--- src/rtl/pcbp_pkg.sv ---
// ----------------------------------------------------------------------------
// pcbp_pkg
// Shared types and constants of the prefix-code bit packer: request
// structs, opcodes, queue item layout and default parameter values.
// ----------------------------------------------------------------------------
package pcbp_pkg;

  localparam int unsigned SymW          = 8;
  localparam int unsigned CodeW         = 32;
  localparam int unsigned LenW          = 6;
  localparam int unsigned TableDepth    = 256;
  localparam int unsigned LenFieldMax   = 63;
  localparam int unsigned MaxCodeLenDef = 32;
  localparam int unsigned QueueDepthDef = 4;

  typedef enum logic [1:0] {
    OP_LOAD   = 2'd0,
    OP_ENCODE = 2'd1,
    OP_FINISH = 2'd2,
    OP_NONE   = 2'd3
  } op_e;

  // kind of work handed from the front end to the back end
  typedef enum logic [1:0] {
    ITEM_ENCODE  = 2'd0,
    ITEM_FINISH  = 2'd1,
    ITEM_MISSING = 2'd2
  } item_kind_e;

  typedef struct packed {
    logic [1:0]      opcode;
    logic [SymW-1:0] symbol;
    logic [CodeW-1:0] code_word;
    logic [LenW-1:0] code_length;
  } in_req_t;

  typedef struct packed {
    logic [7:0] packed_byte;
    logic       byte_valid;
    logic       is_last;
    logic [2:0] padding_count;
    logic       symbol_missing;
  } out_req_t;

  typedef struct packed {
    item_kind_e       kind;
    logic [LenW-1:0]  len;
    logic [CodeW-1:0] code;
  } q_item_t;

endpackage

--- src/rtl/pcbp_queue.sv ---
// ----------------------------------------------------------------------------
// pcbp_queue
// Small register queue of classified items between front and back end.
// ----------------------------------------------------------------------------
module pcbp_queue import pcbp_pkg::*; #(
  parameter int unsigned DEPTH = QueueDepthDef
) (
  input  logic    clk_i,
  input  logic    rst_ni,
  input  logic    push_i,
  input  q_item_t item_i,
  output logic    full_o,
  input  logic    pop_i,
  output logic    valid_o,
  output q_item_t item_o
);

  localparam int unsigned PtrW = (DEPTH > 1) ? $clog2(DEPTH) : 1;
  localparam int unsigned CntW = $clog2(DEPTH + 1);

  q_item_t         mem_q [DEPTH];
  logic [PtrW-1:0] wr_ptr_q, rd_ptr_q;
  logic [CntW-1:0] count_q;

  function automatic logic [PtrW-1:0] ptr_inc(input logic [PtrW-1:0] p);
    ptr_inc = (p == PtrW'(DEPTH - 1)) ? '0 : p + 1'b1;
  endfunction

  assign full_o  = (count_q == CntW'(DEPTH));
  assign valid_o = (count_q != '0);
  assign item_o  = mem_q[rd_ptr_q];

  always_ff @(posedge clk_i) begin
    if (push_i) begin
      mem_q[wr_ptr_q] <= item_i;
    end
  end

  always_ff @(posedge clk_i or negedge rst_ni) begin
    if (!rst_ni) begin
      wr_ptr_q <= '0;
      rd_ptr_q <= '0;
      count_q  <= '0;
    end else begin
      if (push_i) begin
        wr_ptr_q <= ptr_inc(wr_ptr_q);
      end
      if (pop_i) begin
        rd_ptr_q <= ptr_inc(rd_ptr_q);
      end
      if (push_i && !pop_i) begin
        count_q <= count_q + 1'b1;
      end else if (pop_i && !push_i) begin
        count_q <= count_q - 1'b1;
      end
    end
  end

`ifndef ASSERT_OFF
  assert property (@(posedge clk_i) disable iff (!rst_ni)
    push_i |-> !full_o)
    else $error("pcbp_queue: push into full queue");
  assert property (@(posedge clk_i) disable iff (!rst_ni)
    pop_i |-> valid_o)
    else $error("pcbp_queue: pop from empty queue");
`endif

endmodule

--- config.mk ---
export PLATFORM = sky130hd
export DESIGN_NAME = pcbp_queue
export DESIGN_NICKNAME = d
export VERILOG_FILES = /design/src/rtl/pcbp_pkg.sv /design/src/rtl/pcbp_queue.sv
export SDC_FILE = /design/constraint.sdc
export NUM_CORES = 1
export LEC_CHECK = 0
export ABC_AREA = 1
export BUFFER_PORTS_ARGS = -buffer_cell sky130_fd_sc_hd__buf_2
export CORE_ASPECT_RATIO = 2
export CORE_MARGIN = 5
export CORE_UTILIZATION = 55
export DETAILED_ROUTE_END_ITERATION = 10
export MAX_ROUTING_LAYER = met4
export PLACE_DENSITY_LB_ADDON = 0.1
export SYNTH_ARGS = -nofsm -noshare
export SYNTH_HDL_FRONTEND = slang
export SYNTH_SLANG_ARGS = --single-unit
--- constraint.sdc ---
create_clock -name clk_i -period 2.2 [get_ports clk_i]
set_clock_uncertainty 0.2 [all_clocks]
set_input_delay 0.11 -clock clk_i [delete_from_list [all_inputs] [get_ports clk_i]]
set_output_delay 0.11 -clock clk_i [all_outputs]
set_load 0.01 [all_outputs]
== Word-level counts from Yosys, hierarchy flattened ==
Memories as Yosys holds them, arrays and structs flattened.
Cells that the tools add are included.
Word-level totals
  word-level logic and storage cells: 23
  input port bits: 44
  bits in writable memories: 160
  bits in registers: 7
  memories kept: 1
  output and inout port bits: 42
Memories
  mem_q: depth 4, width 40, read ports 1, clocked after memory_dff 0, wr ports 1, RTL line pcbp_queue.sv:21  | q_item_t mem_q [DEPTH];
Operators by class
  equality and inequality tests: 3
  reduce and logical (&&, ||, !) cells: 6
  multiplexer cells: 6
  add/sub/neg operators: 4
Operators with widths (number)
  $mux 3: 2
  $add 2x1->2 const B: 2
  $eq 2x2->1 const B: 2
  $mux 2: 2
  $add 3x1->3 const B: 1
  $eq 3x3->1 const B: 1
  $reduce_bool 3->1: 1
  $sub 3x1->3 const B: 1
  $logic_and 1x1->1: 2
  $logic_not 1->1: 2
  $mux 1: 2
  $reduce_bool 2->1: 1

== Depth between registers and ports, before layout ==
Gate-level depths: netlist (run 1).
  depth after elaboration: 4
  mapped depth: 9
  gate-level depth less buffers: 9

== Least setup slack after synthesis (run 1) ==
OpenSTA, ideal clock, no wires.
  kind: reg-to-reg
  from: register wr_ptr_q[0]
  to: memory mem_q[2][0] (netlist bit), enable pin
  required time: 1.605 ns
  cell stages (with the launch flop): 5
  path buffers: 0
  period minus slack after synthesis: 2.041 ns
  data arrival time: 1.447 ns
  setup time: 0.395 ns
  path slack: 0.159 ns
  path through: dfrtp_1 -> inv_1 -> ha_1 -> nand2_1 -> inv_1
RTL lines
  start: declaration: RTL line pcbp_queue.sv:22  | logic [PtrW-1:0] wr_ptr_q, rd_ptr_q;
  start signal: assignment: RTL line pcbp_queue.sv:46  | wr_ptr_q <= ptr_inc(wr_ptr_q);
  end: declaration: RTL line pcbp_queue.sv:21
Straight into the memory's write port.

==> impl_results.md, run 1 <==
- Final setup vio count: 0
- DRC: 0
- Total power: 10.7 mW
- Global-route wire length before repair: 21.2 mm
- Post-synth net total: 571
- Die Y-Extent: 168 µm
- Post-route cell area: 0.00855 mm²
- Max-cap violation count: 0
- Avg Cell Area, Syn: 13.3 µm²
- TritonCTS clock tree: built
- Vias in the first global route: 4242
- Actual slew at the worst max-slew pin: 0.394 ns
- CP Data Arrival Time: 1.67 ns
- Synthesis-stage register bit count: 167
- Critical Path End Type: output port
- Post-synth top area share: 69.6%
- Share of layout cells above drive strength 1: 23.4%
- Vias/cell: 5.13
- Initial antenna violation count: 0
- # IOs: 86
- Num rows: 58
- Initial Utilization: 55.3%
- Area Overhead vs Synth: 23.9%
- Final hold violations: 0
- Fin crit period: 1.98 ns
- Die X: 89.2 µm
- Cts hold-fix bufs: 44
- Critical Path Fanout Max: 64
- Skew-Pair Late Insertion Delay: 0.41 ns
- CTS sink cnt: 167
- All-layer global routing usage: 19.3%
- Peak supply drop: 0.000844 V
- Cells after synthesis: 520
- CTS Buf Count: 17
- Setup bufs post-CTS: 0
- Synthesis Warnings: 0
- Leak pwr: 3.57 nW
- Status: complete, no violations
- RSZ-0062 raised after global routing: no
- NumNets Final: 704
- CTS max path bufs: 2
- Seq/Total Area, Yosys: 72.2%
- Power Density: 1250 mW/mm²
- Synth Cell Area: 0.00690 mm²
- Post-CTS Resized: 0
- Core area: 0.0125 mm²
- Number of distinct library cells after synthesis: 19
- Routed WL per cell: 16.1 µm
- Largest net degree at the start of global routing: 65
- Die area: 0.0150 mm²
- Max Clk Rate: 505 MHz
- DRT Pass-1 Iters: 6
- Post-DRT Antenna Nets: 0
- Startpoint types: flop
- Clock root buffer: clkbuf_16
- H-Tree Level Count: 4
- Vias post-DR: 4185
- Total gr overflow: 0
- GP Congestion: 0.736
- Slew HR: 73.7%
- Critical path class: reg2out
- Most common cell after layout, fill and taps aside: edfxtp_1
- Number of diodes: 0
- Placed Instance Area: 0.00749 mm²
- Port-buffer cells: 85
- Final period util: 90.0%
- HP Class: in2reg
- Most frequent cells in the layout: edfxtp_1, nand2_1, inv_1
- Initial DRC count: 186
- Reg clk slew, reported paths: 0.07 ns
- Largest cells by area after synthesis: edfxtp_1, nand2_1, o211ai_1, inv_1, o211ai_2
- Sum Neg Setup Slack: 0 ns
- Final WL: 13.2 mm
- Dpl hpwl: 7.85 mm
- Slew Limit Fails: 0
- WP data required: 1.89 ns
- Yosys top cell by area: edfxtp_1
==> stage by stage <==
stage | utilization, % | hold slack [ns] | setup slack [ns] | instances
final | 68.5 | 0.244 | 0.220 | 816
after CTS | 68.5 | 0.228 | 0.200 | 816
after floorplan | - | -0.386 | 0.159 | 520
after global routing | 68.5 | 0.241 | 0.107 | 816
after global placement | 60.0 | -0.240 | 0.551 | 740
after detailed placement | 60.0 | -0.239 | 0.483 | 740
==> metal layers <==
layer	GRT usage, %	vias up	share of wire (%)
li1	-	2062	-
met1	21.5	2033	39
met2	34.3	76	56
met3	3.38	14	3.3
met4	5.57	0	1.4
met5	-	-	0
==> sequential cells by signal, summed over array words and instances, names as in the netlist <==
name      count
rd_ptr_q      2
mem_q       160
wr_ptr_q      2
count_q       3
==> critical path: stages (launching register included) <==
cell      delay [ns]
dfrtp_1         0.42
inv_4           0.12
buf_12          0.26
nand2_1         0.10
o211ai_1        0.10
nand2_1         0.09
buf_2           0.14
==> cell usage after synthesis <==
| library cell | n |
|---|---|
| nor3_1 | 1 |
| o21ai_1 | 2 |
| dfrtp_1 | 7 |
| buf_6 | 10 |
| inv_2 | 2 |
| o211ai_2 | 23 |
| o21ai_0 | 2 |
| nand4_1 | 1 |
| edfxtp_1 | 160 |
| nor2_1 | 3 |
| inv_1 | 91 |
| fa_1 | 1 |
| xnor2_1 | 1 |
| buf_4 | 1 |
| nand2_1 | 136 |
| buf_2 | 15 |
| nand3_1 | 1 |
| o211ai_1 | 57 |
| ha_1 | 6 |
==> final cells by class <==
| cell class | instances | area (µm²) |
|---|---|---|
| Inverter | 93 | 352 |
| Clock buffer | 17 | 425 |
| Clock inverter | 15 | 190 |
| Tap cell | 150 | 188 |
| Multi-Input combinational cell | 234 | 1380 |
| Timing Repair Buffer | 140 | 1040 |
| Fill cell | 893 | 3930 |
| Sequential cell | 167 | 4980 |
==> worst paths after layout <==
kind | slack (ns) | start | cells past startpoint | to
max in group asynchronous | 1.05 | rst_ni | 3 | rd_ptr_q[1]
worst max-delay path | 0.22 | rd_ptr_q[0] | 6 | item_o[29]
min in group asynchronous | 0.46 | rst_ni | 3 | count_q[2]
worst max register to register | 0.48 | wr_ptr_q[1] | 5 | mem_q[1][9]
worst min-delay path | 0.24 | item_i[39] | 2 | mem_q[2][39]
worst min register to register | 0.28 | count_q[2] | 2 | count_q[2]
==> report_power, final <==
| group | total [mW] | switching (mW) | leakage (nW) | internal, mW |
|---|---|---|---|---|
| registers | 4.26 | 0.172 | 1.55 | 4.08 |
| logic | 3.36 | 2.12 | 1.71 | 1.24 |
| clock network | 3.07 | 1.25 | 0.302 | 1.82 |
==> cells by family after synthesis <==
| logic type | synth area share, % |
|---|---|
| flip-flops | 72.2 |
| AND/OR/NAND/NOR | 7.80 |
| buffers and inverters | 7.89 |
| AO/OA/AOI/OAI | 10.7 |
| adder cells (fa/ha/maj) | 1.38 |
| XOR/XNOR | 0.127 |
(Power assumes the default switching activity.)
==> run 2: changes to the inputs <==
--- a/config.mk
+++ b/config.mk
@@ -9,7 +9,7 @@
 export BUFFER_PORTS_ARGS = -buffer_cell sky130_fd_sc_hd__buf_2
 export CORE_ASPECT_RATIO = 2
 export CORE_MARGIN = 5
-export CORE_UTILIZATION = 55
+export CORE_UTILIZATION = 35
 export DETAILED_ROUTE_END_ITERATION = 10
 export MAX_ROUTING_LAYER = met4
 export PLACE_DENSITY_LB_ADDON = 0.1
==> run 2 against run 1 <==
Compared with the run above: final cell count grew 14%; non-clock buffer count grew 2; largest power group unchanged; clock-buffer cell count grew 1.
==> impl_results.md, run 2 (same netlist as run 1, synthesis figures left out) <==
- CTS sink cnt: 167 (unchanged)
- Port-buffer cells: 85 (unchanged)
- Global-route wire length before repair: 22.5 mm (+6.2%)
- WP data required: 1.89 ns (about the same)
- GP Congestion: 0.719 (-2.3%)
- Fin worst setup slack: 0.163 ns (-0.0568 ns)
- Max Clk Rate: 491 MHz (-2.8%)
- Dpl cells: 851 (+15%)
- Setup bufs post-CTS: 0 (unchanged)
- Most flops, register: mem_q
- Slew Limit Fails: 0 (unchanged)
- R2R depth: 5 (unchanged)
- Startpoint types: flop
- Largest regs: mem_q (160), count_q (3)
- Dpl hpwl: 8.74 mm (+11%)
- Dpl ws: 0.519 ns (+0.0369 ns)
- Hold Path Stages: 2 (unchanged)
- DRT Pass-1 Iters: 6 (unchanged)
- Number of diodes: 0 (unchanged)
- Most common cell after layout, fill and taps aside: edfxtp_1
- Final hold violations: 0 (unchanged)
- DRC: 0 (unchanged)
- Initial DRC count: 144 (-23%)
- CP Data Arrival Time: 1.73 ns (+0.06 ns)
- Vias/cell: 4.47 (-13%)
- All-layer global routing usage: 13.6% (-5.7 points)
- Core area: 0.0194 mm² (+55%)
- Final period util: 92.6% (+2.6 points)
- Max reg flops: 160 (unchanged)
- Post-DRT Antenna Nets: 0 (unchanged)
- NumNets Final: 706 (+0.28%)
- TritonCTS clock tree: built
- Reg clk slew, reported paths: 0.06 ns (about the same)
- CTS max path bufs: 2 (unchanged)
- Sum Neg Setup Slack: 0 ns (unchanged)
- FILL cells: 1793 (+100%)
- Worst path cell trace: inv_4 > buf_16 > nand2_1 > o211ai_1 > nand2_1 > buf_2
- Total gr overflow: 0 (unchanged)
- Cell mode on critical path: nand2_1
- Slew HR: 73.2% (-0.54 points)
- HP Class: in2reg
- Slowest CP cell: dfrtp_1
- Num rows: 72 (+24%)
- Final WL: 14.2 mm (+7.9%)
- Area Overhead vs Synth: 25.9%
- Worst path depth: 6 (unchanged)
- Most frequent cells in the layout: edfxtp_1, nand2_1, inv_1
- Clock root buffer: clkbuf_16
- H-Tree Level Count: 4 (unchanged)
- Initial antenna violation count: 0 (unchanged)
- Critical path class: reg2out
- Final setup vio count: 0 (unchanged)
- Fin crit period: 2.04 ns (+0.0568 ns)
- Initial Utilization: 35.6% (-20 points)
- Final Util: 44.8% (-24 points)
- Largest net degree at the start of global routing: 85 (+31%)
- RSZ-0062 raised after global routing: no
- Worst path bufs/invs: 3 (unchanged)
- Die Y-Extent: 209 µm (+24%)
- Fin Hold WS: 0.243 ns (-0.00120 ns)
- # IOs: 86 (unchanged)
- Max-cap violation count: 0 (unchanged)
- Vias in the first global route: 4179 (-1.5%)
- Die area: 0.0228 mm² (+52%)
- Critical Path Fanout Max: 84 (+31%)
- Status: complete, no violations
- CTS Buf Count: 17 (unchanged)
- Share of layout cells above drive strength 1: 23.8% (+0.38 points)
- Peak supply drop: 0.000801 V (-5.1%)
- CP max stage delay: 0.42 ns (about the same)
- Die X: 109 µm (+23%)
- Non-filler cells, final: 927 (+14%)
- Critical Path End Type: output port
- Leak pwr: 3.56 nW (-0.23%)
- Power Density: 1220 mW/mm² (-2.1%)
- Actual slew at the worst max-slew pin: 0.402 ns (+0.00804 ns)
- Crit path max-delay family: buffers and inverters
- Skew-Pair Late Insertion Delay: 0.42 ns (about the same)
- Vias post-DR: 4142 (-1.0%)
- Routed WL per cell: 15.3 µm (-5.0%)
run 2: changes by cell type in the layout (fill, tap and decap cells not counted), sizes merged:
cell / change
inv: -2
clkinv: -1
buf: +2
clkbuf: +1
bufinv: -1
clkinvlp: +3
run 2: cell type report:
type,instances,area (µm²),area share (%)
Sequential cell,167,4980,57.3
Multi-Input combinational cell,234,1380,15.9
Timing Repair Buffer,142,1060,12.2
Clock buffer,18,429,4.94
Inverter,93,352,4.05
Tap cell,259,324,3.73
Clock inverter,14,164,1.89
run 2: repair_timing:
item,4_1_cts,5_1_grt
gates resized for setup,0,1
endpoints found under the setup margin,0,1
hold buffers,44,0
hold endpoints to repair,173,0
run 2: metrics by stage:
step | power [mW] | instance area (µm²)
6_report | 10.6 | 8690
5_1_grt | 11.3 | 8690
4_1_cts | 10.9 | 8680
3_5_place_dp | 7.79 | 7640
3_3_place_gp | 7.72 | 7640
2_1_floorplan | 6.53 | 6900
run 2: layer usage:
layer  wire length (µm)  GRT usage, %
met2               7810          23.7
met1               5760          14.9
met4                223          4.65
met5                  0             -
met3                401          3.18
run 2: where the power goes:
group	leakage, nW	switching, mW	internal [mW]	total [mW]
combinational	1.72	2.16	1.26	3.42
clock	0.280	1.26	1.70	2.96
sequential	1.55	0.162	4.08	4.24
total	3.56	3.58	7.04	10.6
run 2: worst paths after layout:
| path | from | to | slack, ns |
|---|---|---|---|
| max | rd_ptr_q[0] | item_o[3] | 0.16 |
| min | item_i[8] | mem_q[0][8] | 0.24 |
| max reg2reg | wr_ptr_q[0] | mem_q[2][22] | 0.53 |
| min reg2reg | count_q[2] | count_q[2] | 0.28 |
| max in group asynchronous | rst_ni | rd_ptr_q[1] | 1.06 |
| min in group asynchronous | rst_ni | count_q[2] | 0.46 |
==> run 3: changes to the inputs <==
--- a/config.mk
+++ b/config.mk
@@ -10,9 +10,10 @@
 export CORE_ASPECT_RATIO = 2
 export CORE_MARGIN = 5
 export CORE_UTILIZATION = 35
+export CTS_CLUSTER_DIAMETER = 120
 export DETAILED_ROUTE_END_ITERATION = 10
 export MAX_ROUTING_LAYER = met4
-export PLACE_DENSITY_LB_ADDON = 0.1
+export PLACE_DENSITY_LB_ADDON = 0.05
 export SYNTH_ARGS = -nofsm -noshare
 export SYNTH_HDL_FRONTEND = slang
 export SYNTH_SLANG_ARGS = --single-unit
==> run 3 against run 2 <==
Compared with the run above: final cell count unchanged; die area is the same; first-iteration DRC count shrank 15%; critical path type unchanged; maximum frequency decreased by 0.48%; routed wire length increased by 2.5%; utilization grew 0.071 points; design area up 0.16%.
==> impl_results.md, run 3 (same netlist as run 1, synthesis figures left out) <==
- Routed WL per cell: 15.7 µm (+2.5%)
- DRC: 0 (unchanged)
- DRT Pass-1 Iters: 4 (-2)
- Final WL: 14.5 mm (+2.5%)
- Max Clk Rate: 489 MHz (-0.48%)
- Max reg flops: 160 (unchanged)
- H-Tree Level Count: 4 (unchanged)
- Comb pwr share: 32.4% (+0.2 points)
- CTS max path bufs: 2 (unchanged)
- Reg clk slew, reported paths: 0.06 ns (about the same)
- Total gr overflow: 0 (unchanged)
- Initial Utilization: 35.6% (unchanged)
- TritonCTS clock tree: built
- Switching Power: 3.51 mW (-2.1%)
- Startpoint types: flop
- Initial DRC count: 122 (-15%)
- Sum Neg Setup Slack: 0 ns (unchanged)
- Core area: 0.0194 mm² (unchanged)
- WP data required: 1.89 ns (about the same)
- Switch share: 32.7% (-1.0 points)
- Setup slack, reg-to-reg: 0.53 ns (about the same)
- Setup bufs post-CTS: 0 (unchanged)
- Die X: 109 µm (unchanged)
- Initial antenna violation count: 0 (unchanged)
- Most common cell after layout, fill and taps aside: edfxtp_1
- Share of layout cells above drive strength 1: 23.2% (-0.60 points)
- CTS sink cnt: 167 (unchanged)
- NumNets Final: 706 (unchanged)
- Max-cap violation count: 0 (unchanged)
- GP Congestion: 0.693 (-3.6%)
- Skew-Pair Late Insertion Delay: 0.41 ns (about the same)
- RSZ-0062 raised after global routing: no
- Number of diodes: 0 (unchanged)
- Power Density: 1230 mW/mm² (+0.78%)
- Dpl hpwl: 8.59 mm (-1.8%)
- CTS Buf Count: 17 (unchanged)
- # IOs: 86 (unchanged)
- Most flops, register: mem_q
- Post-DRT Antenna Nets: 0 (unchanged)
- Clock root buffer: clkbuf_16
- Fin crit period: 2.05 ns (+0.00985 ns)
- Die area: 0.0228 mm² (unchanged)
- Register share of total power: 39.7% (-0.3 points)
- Peak supply drop: 0.000901 V (+12%)
- P_int: 7.21 mW (+2.5%)
- Final period util: 93.0% (+0.45 points)
- Vias/cell: 4.53 (+1.3%)
- Port-buffer cells: 85 (unchanged)
- Clock network power share: 27.9% (about the same)
- Actual slew at the worst max-slew pin: 0.404 ns (+0.00192 ns)
- Die Y-Extent: 209 µm (unchanged)
- All-layer global routing usage: 13.9% (+0.29 points)
- Largest net degree at the start of global routing: 42 (-51%)
- Most frequent cells in the layout: edfxtp_1, nand2_1, inv_1
- Vias in the first global route: 4394 (+5.1%)
- Critical Path Fanout Max: 30 (-64%)
- Leak pwr: 3.56 nW (about the same)
- Slew Limit Fails: 0 (unchanged)
- HP Class: in2reg
- Global-route wire length before repair: 23.0 mm (+2.5%)
- Final setup vio count: 0 (unchanged)
- Area Overhead vs Synth: 26.1%
- Critical path class: reg2out
- Final hold violations: 0 (unchanged)
- Status: complete, no violations
- Slew HR: 73.0% (-0.22 points)
- Vias post-DR: 4196 (+1.3%)
- Largest regs: mem_q (160), count_q (3)
- Num rows: 72 (unchanged)
- Critical Path End Type: output port
- Final Util: 44.9% (+0.071 points)
- CP Data Arrival Time: 1.74 ns (about the same)
run 3: through the flow:
stage / area (µm²) / cells / worst slack [ns] / power [mW] / hold WS, ns
6_report: 8700 / 927 / 0.153 / 10.7 / 0.244
5_1_grt: 8700 / 927 / 0.0347 / 11.4 / 0.237
4_1_cts: 8690 / 927 / 0.00716 / 10.9 / 0.224
3_5_place_dp: 7660 / 851 / 0.470 / 7.85 / -0.228
3_3_place_gp: 7660 / 851 / 0.480 / 7.78 / -0.229
2_1_floorplan: 6900 / 520 / 0.159 / 6.53 / -0.386
run 3: layout make-up:
cell class / instances / area (µm²)
fill: 1792 / 10700
sequential: 167 / 4980
multi-input combinational: 234 / 1380
timing repair buffer: 142 / 1060
clock buffer: 24 / 472
inverter: 93 / 357
tap: 259 / 324
clock inverter: 8 / 125
run 3: timing repair:
item / in CTS / in global routing
resized for setup: 0 / 3
hold endpoints to repair: 172 / 0
setup endpoints to repair: 0 / 27
hold buffers: 44 / 0
run 3: power groups by stage:
stage / clock (mW) / combinational [mW] / sequential (mW)
2_1_floorplan: 0 / 2.24 / 4.29
3_3_place_gp: 0 / 3.47 / 4.31
3_5_place_dp: 0 / 3.53 / 4.32
4_1_cts: 3.09 / 3.59 / 4.26
5_1_grt: 3.23 / 3.88 / 4.30
6_report: 3.00 / 3.47 / 4.26
run 3: critical path, cell delays in order (launching register included):
cell and delay, ns:
dfrtp_1 0.45, inv_8 0.21, buf_4 0.24, nand2_1 0.07, o211ai_1 0.08, nand2_1 0.10
buf_2 0.15
run 3: per-layer routing:
layer	global-route usage (%)	vias to the layer above	share of wire [%]
met5	-	-	0
met4	5.55	0	1.9
met3	2.50	20	3.5
met2	24.4	78	54
met1	15.1	2029	41
li1	-	2069	-
run 3: path summary, 6_finish.rpt:
| check | start | end | cells past startpoint |
|---|---|---|---|
| setup / recovery | rd_ptr_q[0] | item_o[0] | 6 |
| hold / removal | item_i[3] | mem_q[1][3] | 2 |
| setup reg to reg | wr_ptr_q[1] | mem_q[1][35] | 5 |
| hold reg to reg | count_q[2] | count_q[2] | 2 |
| max in group asynchronous | rst_ni | rd_ptr_q[1] | 3 |
| min in group asynchronous | rst_ni | count_q[0] | 3 |
