[config.mk]
export PLATFORM = sky130hd
export DESIGN_NAME = pcbp_back
export DESIGN_NICKNAME = d
export VERILOG_FILES = /design/src/rtl/pcbp_pkg.sv /design/src/rtl/pcbp_back.sv
export SDC_FILE = /design/constraint.sdc
export NUM_CORES = 1
export LEC_CHECK = 0
export BUFFER_PORTS_ARGS = -buffer_cell sky130_fd_sc_hd__buf_2
export CAP_MARGIN = 15
export CORE_ASPECT_RATIO = 0.5
export CORE_MARGIN = 2
export CORE_UTILIZATION = 35
export CTS_CLUSTER_SIZE = 28
export DETAILED_ROUTE_END_ITERATION = 8
export PLACE_DENSITY = 0.62
export SETUP_SLACK_MARGIN = 0.02
export SLEW_MARGIN = 15
export SYNTH_ARGS = -nofsm -noshare
export SYNTH_HDL_FRONTEND = slang
export SYNTH_SLANG_ARGS = --single-unit
[constraint.sdc]
create_clock -name clk_i -period 4.7 [get_ports clk_i]
set_input_delay 0.235 -clock clk_i [delete_from_list [all_inputs] [get_ports clk_i]]
set_output_delay 0.235 -clock clk_i [all_outputs]
set_load 0.01 [all_outputs]
[src/rtl/pcbp_pkg.sv]
// ----------------------------------------------------------------------------
// pcbp_pkg
// Shared types and constants of the prefix-code bit packer: request
// structs, opcodes, queue item layout and default parameter values.
// ----------------------------------------------------------------------------
package pcbp_pkg;

  localparam int unsigned SymW          = 8;
  localparam int unsigned CodeW         = 32;
  localparam int unsigned LenW          = 6;
  localparam int unsigned TableDepth    = 256;
  localparam int unsigned LenFieldMax   = 63;
  localparam int unsigned MaxCodeLenDef = 32;
  localparam int unsigned QueueDepthDef = 4;

  typedef enum logic [1:0] {
    OP_LOAD   = 2'd0,
    OP_ENCODE = 2'd1,
    OP_FINISH = 2'd2,
    OP_NONE   = 2'd3
  } op_e;

  // kind of work handed from the front end to the back end
  typedef enum logic [1:0] {
    ITEM_ENCODE  = 2'd0,
    ITEM_FINISH  = 2'd1,
    ITEM_MISSING = 2'd2
  } item_kind_e;

  typedef struct packed {
    logic [1:0]      opcode;
    logic [SymW-1:0] symbol;
    logic [CodeW-1:0] code_word;
    logic [LenW-1:0] code_length;
  } in_req_t;

  typedef struct packed {
    logic [7:0] packed_byte;
    logic       byte_valid;
    logic       is_last;
    logic [2:0] padding_count;
    logic       symbol_missing;
  } out_req_t;

  typedef struct packed {
    item_kind_e       kind;
    logic [LenW-1:0]  len;
    logic [CodeW-1:0] code;
  } q_item_t;

endpackage

[src/rtl/pcbp_back.sv]
// ----------------------------------------------------------------------------
// pcbp_back
// Bit aligner: merges code bits into the held partial byte, one output byte
// per cycle while the output is free, and drives the result register.
// ----------------------------------------------------------------------------
module pcbp_back import pcbp_pkg::*; #(
  parameter int unsigned MAX_CODE_LEN = MaxCodeLenDef
) (
  input  logic     clk_i,
  input  logic     rst_ni,
  input  logic     q_valid_i,
  input  q_item_t  q_item_i,
  output logic     q_pop_o,
  output logic     out_valid_o,
  input  logic     out_stall_i,
  output out_req_t out_req_o
);

  localparam int unsigned LenMax = (MAX_CODE_LEN > LenFieldMax) ? LenFieldMax : MAX_CODE_LEN;
  localparam int unsigned RemW   = $clog2(LenMax + 1);

  logic              busy_q, busy_d;
  logic [LenMax-1:0] aligned_q, aligned_d;
  logic [RemW-1:0]   rem_q, rem_d;
  logic [7:0]        pa_q, pa_d;
  logic [2:0]        cnt_q, cnt_d;
  logic              out_valid_q, out_valid_d;
  out_req_t          out_q, out_d;

  logic              out_free;
  logic              emit;
  out_req_t          result;
  logic [3:0]        take;
  logic [7:0]        merged;
  logic              full_byte;
  logic [6:0]        shamt;
  logic [63:0]       code_shifted;

  assign out_free  = !out_valid_q || !out_stall_i;
  assign take      = 4'd8 - {1'b0, cnt_q};
  assign merged    = pa_q | (aligned_q[LenMax-1 -: 8] >> cnt_q);
  assign full_byte = (7'(rem_q) + 7'(cnt_q)) >= 7'd8;
  // left-align the new code in the aligner window
  assign shamt        = 7'(LenMax) - 7'(q_item_i.len);
  assign code_shifted = 64'(q_item_i.code) << shamt;

  always_comb begin
    busy_d    = busy_q;
    aligned_d = aligned_q;
    rem_d     = rem_q;
    pa_d      = pa_q;
    cnt_d     = cnt_q;
    q_pop_o   = 1'b0;
    emit      = 1'b0;
    result    = '0;
    if (busy_q) begin
      if (!full_byte) begin
        // remaining bits fit in the partial byte
        pa_d   = merged;
        cnt_d  = cnt_q + 3'(rem_q);
        rem_d  = '0;
        busy_d = 1'b0;
      end else if (out_free) begin
        emit              = 1'b1;
        result.packed_byte = merged;
        result.byte_valid  = 1'b1;
        aligned_d = aligned_q << take;
        rem_d     = rem_q - RemW'(take);
        pa_d      = '0;
        cnt_d     = '0;
        busy_d    = (rem_q != RemW'(take));
      end
    end else if (q_valid_i) begin
      case (q_item_i.kind)
        ITEM_ENCODE: begin
          q_pop_o   = 1'b1;
          busy_d    = 1'b1;
          rem_d     = RemW'(q_item_i.len);
          aligned_d = code_shifted[LenMax-1:0];
        end
        ITEM_FINISH: begin
          if (out_free) begin
            q_pop_o        = 1'b1;
            emit           = 1'b1;
            result.is_last = 1'b1;
            if (cnt_q != '0) begin
              result.packed_byte   = pa_q;
              result.byte_valid    = 1'b1;
              result.padding_count = 3'(take);
            end
            pa_d  = '0;
            cnt_d = '0;
          end
        end
        ITEM_MISSING: begin
          if (out_free) begin
            q_pop_o               = 1'b1;
            emit                  = 1'b1;
            result.symbol_missing = 1'b1;
          end
        end
        default: begin
          q_pop_o = 1'b1;
        end
      endcase
    end
  end

  always_comb begin
    out_d       = out_q;
    out_valid_d = out_valid_q;
    if (emit) begin
      out_d       = result;
      out_valid_d = 1'b1;
    end else if (!out_stall_i) begin
      out_valid_d = 1'b0;
    end
  end

  always_ff @(posedge clk_i or negedge rst_ni) begin
    if (!rst_ni) begin
      busy_q      <= 1'b0;
      rem_q       <= '0;
      pa_q        <= '0;
      cnt_q       <= '0;
      out_valid_q <= 1'b0;
    end else begin
      busy_q      <= busy_d;
      rem_q       <= rem_d;
      pa_q        <= pa_d;
      cnt_q       <= cnt_d;
      out_valid_q <= out_valid_d;
    end
  end

  always_ff @(posedge clk_i) begin
    aligned_q <= aligned_d;
    out_q     <= out_d;
  end

  assign out_valid_o = out_valid_q;
  assign out_req_o   = out_q;

`ifndef ASSERT_OFF
  assert property (@(posedge clk_i) disable iff (!rst_ni)
    busy_q |-> (rem_q != '0))
    else $error("pcbp_back: active encode with no bits left");
  assert property (@(posedge clk_i) disable iff (!rst_ni)
    (pa_q & (8'hFF >> cnt_q)) == 8'h00)
    else $error("pcbp_back: stray bits below held count");
`endif

endmodule

After elaboration in Yosys (flattened, before gate mapping) --
Index checks and enable logic that the tools add are counted.
Word-level totals: word-level logic and storage cells 92, output and inout port bits 16, flip-flop bits (word level) 65
Cells by class: add/subtract/negate cells 5, muxes and demuxes 44, reductions and logical operators 15, equal/unequal tests 7, order comparisons 1, bitwise gates (word level) 6, shift-type cells 3
Operators with widths (count):
- 32-bit 2-to-1 mux | 5
- 8-bit 2-to-1 mux | 5
- 9-bit 2-to-1 mux | 4
- 32-bit by 4-bit << shifter with 32-bit output | 1
- 32-bit by 7-bit << shifter with 32-bit output | 1
- 6-bit 2-to-1 mux | 5
- 13-bit 2-to-1 mux | 2
- 3-bit 2-to-1 mux | 6
- 1-bit 2-to-1 mux | 16
- 14-bit 2-to-1 mux | 1
- 8-bit bitwise OR | 1
- 8-bit by 3-bit >> shifter with 8-bit output | 1
- 6-bit by 3-bit adder with 7-bit output | 1
- 7-bit by 4-bit greater-or-equal comparator with 1-bit output, second input constant | 1
- 6-bit by 6-bit subtractor with 7-bit output, first input constant | 1
- 2-bit by 1-bit != test with 1-bit output, second input constant | 3
- 6-bit by 4-bit != test with 1-bit output | 1
- 2-bit nonzero test | 3
- 3-bit OR reduction | 2
- 6-bit by 4-bit subtractor with 6-bit output | 1
- 1-bit NOT | 5
- 5-bit OR reduction | 1
- 4-bit AND reduction | 1
- 4-bit by 3-bit subtractor with 4-bit output, first input constant | 1
- 11 further kinds | 12

Logic depth before layout (Yosys ltp) --
Gate-level depths: netlist of the first run.
depth in word-level cells 7, mapped depth 16, gate-level depth less buffers 10

Worst setup path after synthesis of the first run --
Ideal clock, no wire load.
kind reg-to-reg, start point register cnt_q[0], end point register rem_q[5], cell stages (with the launch flop) 17, arrival 3.711 ns, slack 0.868 ns, buffers on the path 6, library setup time 0.121 ns, period minus slack after synthesis 3.832 ns, cell sequence dfrtp_1 > buf_2 > buf_2 > inv_1 > buf_1 > ha_1 > ha_1 > clkbuf_1 > buf_2 > clkinv_1 > clkbuf_1 > ha_1 > nand2_1 > a21oi_1 > a2111oi_0 > o22ai_1 > a22o_1
Between the ends: word-level cells in the longest chain between the ends 5, elaborated cells on any way between the ends 9, those cells by class 3 x add/sub; 1 x order compare; 1 x eq/ne; 3 x mux; 1 x reduce/logical
RTL lines:
- from (decl) | RTL line pcbp_back.sv:26 | logic [2:0] cnt_q, cnt_d;
- from (signal assigned) | RTL line pcbp_back.sv:131 | cnt_q <= cnt_d;
- 4-bit by 3-bit subtractor with 4-bit output | RTL line pcbp_back.sv:40 | assign take = 4'd8 - {1'b0, cnt_q};
- named net take[2] | RTL line pcbp_back.sv:33 | logic [3:0] take;
- 6-bit by 4-bit subtractor with 6-bit output | RTL line pcbp_back.sv:68 | rem_d = rem_q - RemW'(take);
- 6-bit 2-to-1 mux | RTL line pcbp_back.sv:63 | end else if (out_free) begin
- 6-bit 2-to-1 mux | RTL line pcbp_back.sv:57 | if (!full_byte) begin
- 6-bit 2-to-1 mux | RTL line pcbp_back.sv:56 | if (busy_q) begin
- to (signal assigned) | RTL line pcbp_back.sv:129 | rem_q <= rem_d;
- to (decl) | RTL line pcbp_back.sv:24 | logic [RemW-1:0] rem_q, rem_d;
The timed path passes the listed nets, and every way through them passes these cells. The select of a mux whose other input is x is not followed. A chain may end at the register's enable or synchronous reset.

Worst setup path after layout of the first run --
start point register cnt_q[1], end point register rem_q[5]
Same word-level chain as after synthesis.

==> summary by stage, run 1 <==
Floorplan
The core footprint is 19300 µm². During I/O placement, the number of pins put on the boundary was 60. Once the floorplan was initialized, standard cells occupied between 30% and 40% of the core.

The cell row count is 36. The die footprint is between 20000 and 25000 µm². The die is 103 µm tall. The die is 202 µm wide.

Min path
The type of the worst min-delay path is primary input to register.

Outcome
The run finished with clean final reports.

Yosys
The synthesized design devotes to its leading area cell type 20.2% of total area. The number of nets in the synthesized netlist is 750. Counting flops and latches in the post-synthesis netlist gives 65. The mean area per synthesized cell is 9.89 µm².

The cell count after synthesis came out at about 700. The synthesized netlist occupies a cell area of 6830 µm². By area the synthesized netlist is led by sky130_fd_sc_hd__edfxtp_1 20%, sky130_fd_sc_hd__mux2i_1 14%, sky130_fd_sc_hd__mux4_2 12%. The cell accounting for the most synthesized area is sky130_fd_sc_hd__edfxtp_1. For this run, the register share of the synthesized area comes to 27.2%.

The number of warnings printed during yosys synthesis is 0. After synthesis, the most frequently instantiated cells are 93 x sky130_fd_sc_hd__mux2i_1, 70 x sky130_fd_sc_hd__nand2_1, 46 x sky130_fd_sc_hd__edfxtp_1. By instance count, the leading cell after synthesis is sky130_fd_sc_hd__mux2i_1. The post-synthesis async set-or-reset flop share is 29.2%.

The distinct cell type count of the synthesized netlist is between 80 and 90. The synthesized design contains 46 enable-type register cells. The dominant synthesized flop cell is sky130_fd_sc_hd__edfxtp_1.

Timing
The final-report hold violation count is 0. The maximum frequency from static timing analysis is 0.292 GHz. The max-slew violation total from the final report is 0.

The total setup violations reported at the end of the flow is 0. Final hold analysis gives a worst-case slack of between 0.2 and 0.25 ns. On the final layout, the worst clock skew is 0.00757 ns.

The ratio of final minimum period to clock period is 72.8%. Headroom to the max-slew limit came out at 37.9%. Setup repair after global routing left no endpoint under its margin. Summed over all failing endpoints, the final setup total negative slack is 0 ns.

Subtracting the final worst setup slack from the clock period gives roughly 3.4 ns. At the pin with the least slew margin, the transition time is 0.927 ns. Across all setup checks in the final design, the least slack found is roughly 1.3 ns.

Placed design
The placed cell count is roughly 1000. The count of buffers inserted at the top-level ports is 59. Routability-driven placement finished with a final weighted congestion of 0.902. The detailed placer's ending HPWL is 16000 µm.

In this run the cell area measured after placement is 7380 µm². The worst-case setup slack after placement is 1.31 ns.

GRT
The number of global-route vias before repair is 5868. Global routing finished with a remaining overflow of 0. The first global-routing pass estimated 34000 µm of wire. Entering global routing, the biggest net connects 55 pins.

The total routing resource utilization after global routing is 20.9%. The initial antenna violation count is 0.

Setup path
Traced cell by cell, the critical path runs through inv_1 -> ha_2 -> ha_1 -> clkinv_1 -> ha_1 -> nand2_1 -> a21oi_1 -> a2111oi_0 -> o22ai_1 -> a22o_1. The category of the worst setup path capture point is a register. The dominant cell type by count on the critical path is sky130_fd_sc_hd__ha_1. The setup path with the least slack is of type register to register. The worst endpoint required time is 4.94 ns. The sort of element at the start of the critical path is a register. The arrival time of the worst setup path is 3.66 ns. Of all nets on the critical path, the largest fanout is 16. On the critical path, the stage with the largest delay is an instance of sky130_fd_sc_hd__dfrtp_1. The largest single stage delay on the critical path is 0.60 ns.

Routing
The residual antenna-violating net count after detailed routing is 0. The first-pass iteration count of the detailed router is 6. The final routed DRC violation total is 0. The overall routed net length is 21200 µm. The count of vias placed by the detailed router is 6055. The via-per-instance ratio is 6.07. After detailed routing, the average wire length per cell comes to 21.2 µm.

The DRC violation total after the first TritonRoute iteration is 686.

CTS
The number of buffers created by CTS is 9. The number of gates resized after cts is 0. The total clock sinks is 65. The number of buffers on the longest clock path is 2.

The number of H-tree levels is 3. The TritonCTS clock tree is built. The number of post-CTS setup repair buffers is 0. The clock reaches the later pin of the worst-skew pair after 0.35 ns. Clock-pin slew was measured on the worst setup and hold paths at around 0.06 ns. The root buffer cell is sky130_fd_sc_hd__clkbuf_16.

Pwr
Summing internal, switching and leakage power gives 5.41 mW. IR analysis of the VDD net gives a maximum drop of 0.000283 V. The analysis attributes to cell leakage a power of 2.90 nW. The power density over cell area is between 600 and 700 nW/µm².

Final layout
The count of nets after finishing is 786. At the end of the flow the core is filled with cells to 40.1%. The post-route netlist has 25.5% of its cells at a drive strength greater than 1. For this run, the number of standard cells in the final layout without fillers is 998. Summing all non-filler instances in the final layout gives an area of 7730 µm². The signed area change from the synthesized netlist to the final layout is 13.1%.

The diode insertion count for antenna repair is 0.

Flow run
The number of violations of the max-capacitance limit is 0.
-- critical path: cells and delay by family, from the launching register on --
kind                       cells  cell delay, ns
adders and majority gates      3            1.08
AOI/OAI and AO/OA              4            0.88
buffers and inverters          2            0.68
DFF                            1            0.60
and+or+nand+nor                1            0.08
-- repair_timing --
| item | 4_1_cts | 5_1_grt |
|---|---|---|
| hold buffers | 1 | 0 |
| endpoints found under the hold margin | 19 | 0 |
| setup endpoints to repair | 0 | 0 |
-- cell usage in the layout, fill, tap and decap left out, types with 5 or more instances in the layout --
cell / synthesis / final
sky130_fd_sc_hd__mux2i_1: 93 / 93
sky130_fd_sc_hd__nand4_1: 5 / 5
sky130_fd_sc_hd__dfrtp_1: 19 / 18
sky130_fd_sc_hd__and2_1: 10 / 10
sky130_fd_sc_hd__o31ai_1: 6 / 5
sky130_fd_sc_hd__o2bb2ai_1: 6 / 6
sky130_fd_sc_hd__nand3b_1: 6 / 6
sky130_fd_sc_hd__a21o_1: 6 / 6
sky130_fd_sc_hd__edfxtp_1: 46 / 46
sky130_fd_sc_hd__nand3_1: 11 / 11
sky130_fd_sc_hd__o21ai_0: 27 / 27
sky130_fd_sc_hd__buf_4: 2 / 21
sky130_fd_sc_hd__a22o_1: 10 / 10
sky130_fd_sc_hd__nand2b_1: 5 / 5
sky130_fd_sc_hd__ha_1: 13 / 11
sky130_fd_sc_hd__buf_2: 24 / 59
sky130_fd_sc_hd__inv_1: 20 / 20
sky130_fd_sc_hd__clkbuf_16: 0 / 9
sky130_fd_sc_hd__mux4_2: 36 / 36
sky130_fd_sc_hd__o32ai_1: 6 / 6
sky130_fd_sc_hd__nor3_1: 18 / 18
sky130_fd_sc_hd__a21oi_1: 23 / 23
sky130_fd_sc_hd__o22ai_1: 9 / 9
sky130_fd_sc_hd__a211oi_1: 11 / 11
sky130_fd_sc_hd__o221ai_1: 7 / 7
sky130_fd_sc_hd__nor2_1: 30 / 30
sky130_fd_sc_hd__mux2_2: 29 / 29
sky130_fd_sc_hd__nand2_1: 70 / 70
sky130_fd_sc_hd__o21ai_1: 5 / 5
sky130_fd_sc_hd__a32oi_1: 6 / 6
sky130_fd_sc_hd__a32o_1: 5 / 5
sky130_fd_sc_hd__o211ai_1: 11 / 11
-- registers in the layout, indices dropped and copies added, names as in the netlist --
register / count
out_req_o: 14
out_valid_o: 1
rem_q: 6
aligned_q: 32
pa_q: 8
cnt_q: 3
busy_q: 1
-- final cells by class --
cell class,instances,area [µm²]
Clock inverter,7,119
Sequential cell,65,1860
Timing Repair Buffer,81,463
Tap cell,266,333
Multi-Input combinational cell,548,4650
Inverter,22,82.6
Clock buffer,9,225
Fill cell,1951,11500
-- final timing paths --
path	startpoint	endpoint	slack (ns)	depth (start not counted)
max	cnt_q[1]	rem_q[5]	1.28	10
min	out_stall_i	out_valid_o	0.24	3
max reg2reg	cnt_q[1]	rem_q[5]	1.28	10
min reg2reg	pa_q[4]	pa_q[4]	0.49	1
max in group asynchronous	rst_ni	cnt_q[0]	3.97	2
min in group asynchronous	rst_ni	rem_q[4]	0.37	2
-- metal layers --
layer | GRT usage (%) | part of all wire, % | vias to the layer above | routed length (µm)
met2 | 30.8 | 41 | 283 | 8720
li1 | - | - | 2796 | -
met1 | 31.3 | 49 | 2958 | 10500
met3 | 4.27 | 8.3 | 18 | 1770
met4 | 5.09 | 1.2 | 0 | 252
met5 | 0 | 0 | - | 0
-- report_power, final --
| group | internal (mW) | switching (mW) |
|---|---|---|
| Combinational | 1.42 | 1.94 |
| Clock | 0.518 | 0.270 |
| Sequential | 0.964 | 0.293 |
| Total | 2.90 | 2.50 |
-- kinds of logic (layout without fill, tap and decap cells) --
family                   count (synthesis)  count (layout)  share of synthesized area [%]
AO/OA/AOI/OAI                          184             184                           19.7
multiplexers                           161             161                           30.9
XOR/XNOR                                 7               7                           1.12
flip-flops                              65              65                           27.2
AND/OR/NAND/NOR                        181             181                           13.1
buffers and inverters                   78             119                           5.05
adder cells (fa/ha/maj)                 15              15                           2.97
(Power assumes the default switching activity.)
==> run 2, diff against run 1 <==
--- a/config.mk
+++ b/config.mk
@@ -5,6 +5,7 @@
 export SDC_FILE = /design/constraint.sdc
 export NUM_CORES = 1
 export LEC_CHECK = 0
+export ABC_AREA = 1
 export BUFFER_PORTS_ARGS = -buffer_cell sky130_fd_sc_hd__buf_2
 export CAP_MARGIN = 15
 export CORE_ASPECT_RATIO = 0.5
==> constraint.sdc (replaced) <==
create_clock -name clk_i -period 3.4 [get_ports clk_i]
set_input_delay 0.17 -clock clk_i [delete_from_list [all_inputs] [get_ports clk_i]]
set_output_delay 0.17 -clock clk_i [all_outputs]
set_load 0.01 [all_outputs]
==> summary by stage, run 2 <==
Yosys
By count the netlist is led by 238 x sky130_fd_sc_hd__nand3_1, 230 x sky130_fd_sc_hd__nand2_1, 97 x sky130_fd_sc_hd__o21ai_0. sky130_fd_sc_hd__edfxtp_1 takes more of the synthesized area than any other cell. After synthesis, the largest family of logic cells by area is simple AND/OR/NAND/NOR gates. The distinct cell type count of the synthesized netlist is 45. The Yosys step of the flow raised 0 warnings. Of the total synthesized cell area, the portion taken by full adders, half adders and majority gates is 3.26%. Averaged over all synthesized cells, the footprint is roughly 6.6 µm². The cell with the most instances after synthesis is sky130_fd_sc_hd__nand3_1.

The parity-gate share of the synthesized area counting xor and xnor cells is 0.563%. Counting flops with an async set or reset pin after synthesis yields a share of 29.2%. The cell count after synthesis came out at about 940.

The portion of synthesized cell area occupied by the leading cell type is approximately 22%. Summing the areas of all compound-gate instances in the mapped netlist gives between 10% and 20% of the synthesized area. The simple logic cell fraction of the synthesized area is between 30% and 40%.

In this run, synthesis inferred 46 flip-flops with an integrated enable. In the synthesized netlist the dominant register cell turns out to be sky130_fd_sc_hd__edfxtp_1. The total standard cell area after synthesis is between 6000 and 7000 µm². By area the synthesized netlist is led by sky130_fd_sc_hd__edfxtp_1 22%, sky130_fd_sc_hd__nand3_1 19%, sky130_fd_sc_hd__nand2_1 14%.

The number of nets in the synthesized netlist is 1002. In the synthesized netlist, mux cells make up less than 1% of the area. The sequential-to-total area share from yosys stat is 29.9%. In this run, synthesis produced a sequential element count of between 60 and 70.

CTS
Once the clock tree was built, the resizer swapped 0 gates to a different size. Post-CTS timing repair inserted 0 buffers for setup. The TritonCTS clock tree is built. The number of buffers on the longest clock path is 2. Clock-pin slew was measured on the worst setup and hold paths at around 0.060 ns. The number of H-tree levels is 3. Buffers inserted during clock tree synthesis total 9. The root buffer cell is sky130_fd_sc_hd__clkbuf_16. The clock insertion delay at the later pin of the skew report is 0.34 ns.

After clock tree synthesis, the flow added hold-fix buffers numbering 1. For this design, the sink count on the clock tree is 65.

Floorplan
The initial core utilization is around 36%. The I/O pin count is 60. The core footprint is 17400 µm². The die footprint is between 15000 and 20000 µm². The x dimension of the die is roughly 190 µm.

The height of the die is 98.2 µm. The cell row count is 34.

Final layout
The top register by number of flip-flops is aligned_q. The flip-flop count of the largest register, all copies and words added is 32. Compared with the post-synthesis result, the final layout area differs by 11.6%. The fraction of layout cells with a size suffix above 1 is 11.9%. After filler insertion, the fill cell instance count of the layout stands at 1850. The net count of the finished layout is 1030. The diode insertion count for antenna repair is 0. The most frequent standard cell in the layout excluding fill and tap cells is sky130_fd_sc_hd__nand3_1. The top cell types in the final layout, fill and taps aside, are 238 x sky130_fd_sc_hd__nand3_1, 230 x sky130_fd_sc_hd__nand2_1, 97 x sky130_fd_sc_hd__o21ai_0.

Pwr
The internal power component is 3.65 mW. Of the total power, combinational logic draws 66.5%. The net switching power is about 4.2 mW. The worst-case IR drop observed on VDD is roughly 0.00055 V. The share of total power dissipated in the clock network is 12.0%.

Net switching is between 50% and 60% of the power. The share of total power in sequential cells is 21.5%. The leakage power summed over all cells is around 3.0 nW. The power density over cell area is 1130 nW/µm².

Routing
The count of vias placed by the detailed router is 6836. The overall routed net length is between 15000 and 20000 µm. The detail-routed net length per standard cell is 16.5 µm. After detailed routing, the number of remaining DRC violations is 0. The first-pass iteration count of the detailed router is 6. The DRC violation total after the first TritonRoute iteration is 838.

The via-per-instance ratio is 5.65. Once detail routing completed, the nets flagged for antenna violations numbered 0.

Timing
The ratio of final minimum period to clock period is 83.3%. The clock period minus worst slack is 2.83 ns. The final-report hold violation count is 0. Setup violations remaining at the end of the flow were counted as 0. At the pin with the least slew margin, the transition time is 0.783 ns. Based on the critical path, the design can be clocked at up to 0.353 GHz.

The setup skew after layout is 0.00535 ns. The total negative slack is 0 ns. The worst max-slew margin expressed relative to the limit is 47.8%. The max-slew violation total from the final report came to 0. Setup repair after global routing left no endpoint under its margin. Final hold analysis gives a worst-case slack of 0.161 ns.

Min path
The type of the worst min-delay path is primary input to register.

Setup path
For the worst setup path, the data required time is 3.48 ns. STA classifies the critical path endpoint as a register. The sort of element at the start of the critical path is a register. STA puts the critical path data arrival time at 2.91 ns. Along the worst path, the maximum fanout reaches 30. The kind of critical path is register to register.

Placed design
The detailed placer's ending HPWL is about 15000 µm. The final weighted congestion in routability-driven placement is 0.987. The count of buffers inserted at the top-level ports is slightly below 60.

GRT
The largest net degree at the start of global routing is 61. The total overflow left after global routing is 0. The first global-routing pass estimated 32300 µm of wire. The number of global-route vias before repair is 6093. The total routing resource utilization after global routing is 21.4%.

The initial antenna violation count is 0.

Outcome
The flow ran to the end, and the final reports show no timing, DRC or antenna violations.

Flow run
Max-cap violations in this run came to 0.
-- run 2: path summary, 6_finish.rpt --
kind / from / end / slack (ns) / cells past startpoint
worst min register to register: rem_q[5] / rem_q[5] / 0.52 / 2
min in group asynchronous: rst_ni / rem_q[1] / 0.33 / 2
max in group asynchronous: rst_ni / pa_q[2] / 2.74 / 2
worst max-delay path: cnt_q[1] / aligned_q[24] / 0.57 / 9
worst max register to register: cnt_q[1] / aligned_q[24] / 0.57 / 9
worst min-delay path: q_item_i[33] / rem_q[1] / 0.16 / 3
-- run 2: cell type report --
| cell class | instances | area (µm²) | area share (%) |
|---|---|---|---|
| Sequential cell | 65 | 1860 | 26.8 |
| Tap cell | 234 | 293 | 4.22 |
| Multi-Input combinational cell | 752 | 3820 | 55.1 |
| Inverter | 68 | 255 | 3.68 |
| Clock buffer | 10 | 229 | 3.30 |
| Timing Repair Buffer | 75 | 418 | 6.02 |
| Clock inverter | 6 | 66.3 | 0.955 |
-- run 2: cells by family after synthesis --
group	count (synthesis)
buffers and inverters	126
adder cells (fa/ha/maj)	15
flip-flops	65
AO/OA/AOI/OAI	194
AND/OR/NAND/NOR	533
multiplexers	6
XOR/XNOR	4
-- run 2: per-stage QoR --
stage / utilization [%] / cell area, µm² / cells / power [mW] / setup slack [ns]
after floorplan: - / 6220 / 943 / 5.39 / 0.579
after global placement: 38.1 / 6630 / 1193 / 6.71 / 0.725
after detailed placement: 38.1 / 6630 / 1193 / 6.77 / 0.678
after CTS: 39.8 / 6930 / 1210 / 7.75 / 0.598
after global routing: 39.9 / 6940 / 1210 / 8.54 / 0.432
final: 39.9 / 6940 / 1210 / 7.87 / 0.568
-- run 2: power groups by stage --
stage | clock network [mW] | registers [mW] | logic [mW]
after floorplan | 0 | 1.65 | 3.74
after global placement | 0 | 1.68 | 5.03
after detailed placement | 0 | 1.69 | 5.07
after CTS | 0.955 | 1.68 | 5.11
after global routing | 0.986 | 1.73 | 5.83
final | 0.944 | 1.69 | 5.23
-- run 2: per-layer routing --
metal,GRT usage [%],vias up,part of all wire [%]
li1,-,3352,-
met1,34.0,3134,50
met2,29.1,326,40
met3,4.31,24,9.4
met4,4.87,0,1.6
met5,0,-,0
-- run 2: critical path, cell delays in order (launching register included) --
cell,delay [ns]
sky130_fd_sc_hd__dfrtp_1,0.55
sky130_fd_sc_hd__inv_1,0.25
sky130_fd_sc_hd__ha_1,0.25
sky130_fd_sc_hd__ha_1,0.30
sky130_fd_sc_hd__inv_1,0.10
sky130_fd_sc_hd__buf_4,0.31
sky130_fd_sc_hd__nor2_1,0.09
sky130_fd_sc_hd__a31oi_1,0.31
sky130_fd_sc_hd__o21ai_0,0.20
sky130_fd_sc_hd__nand3b_1,0.20
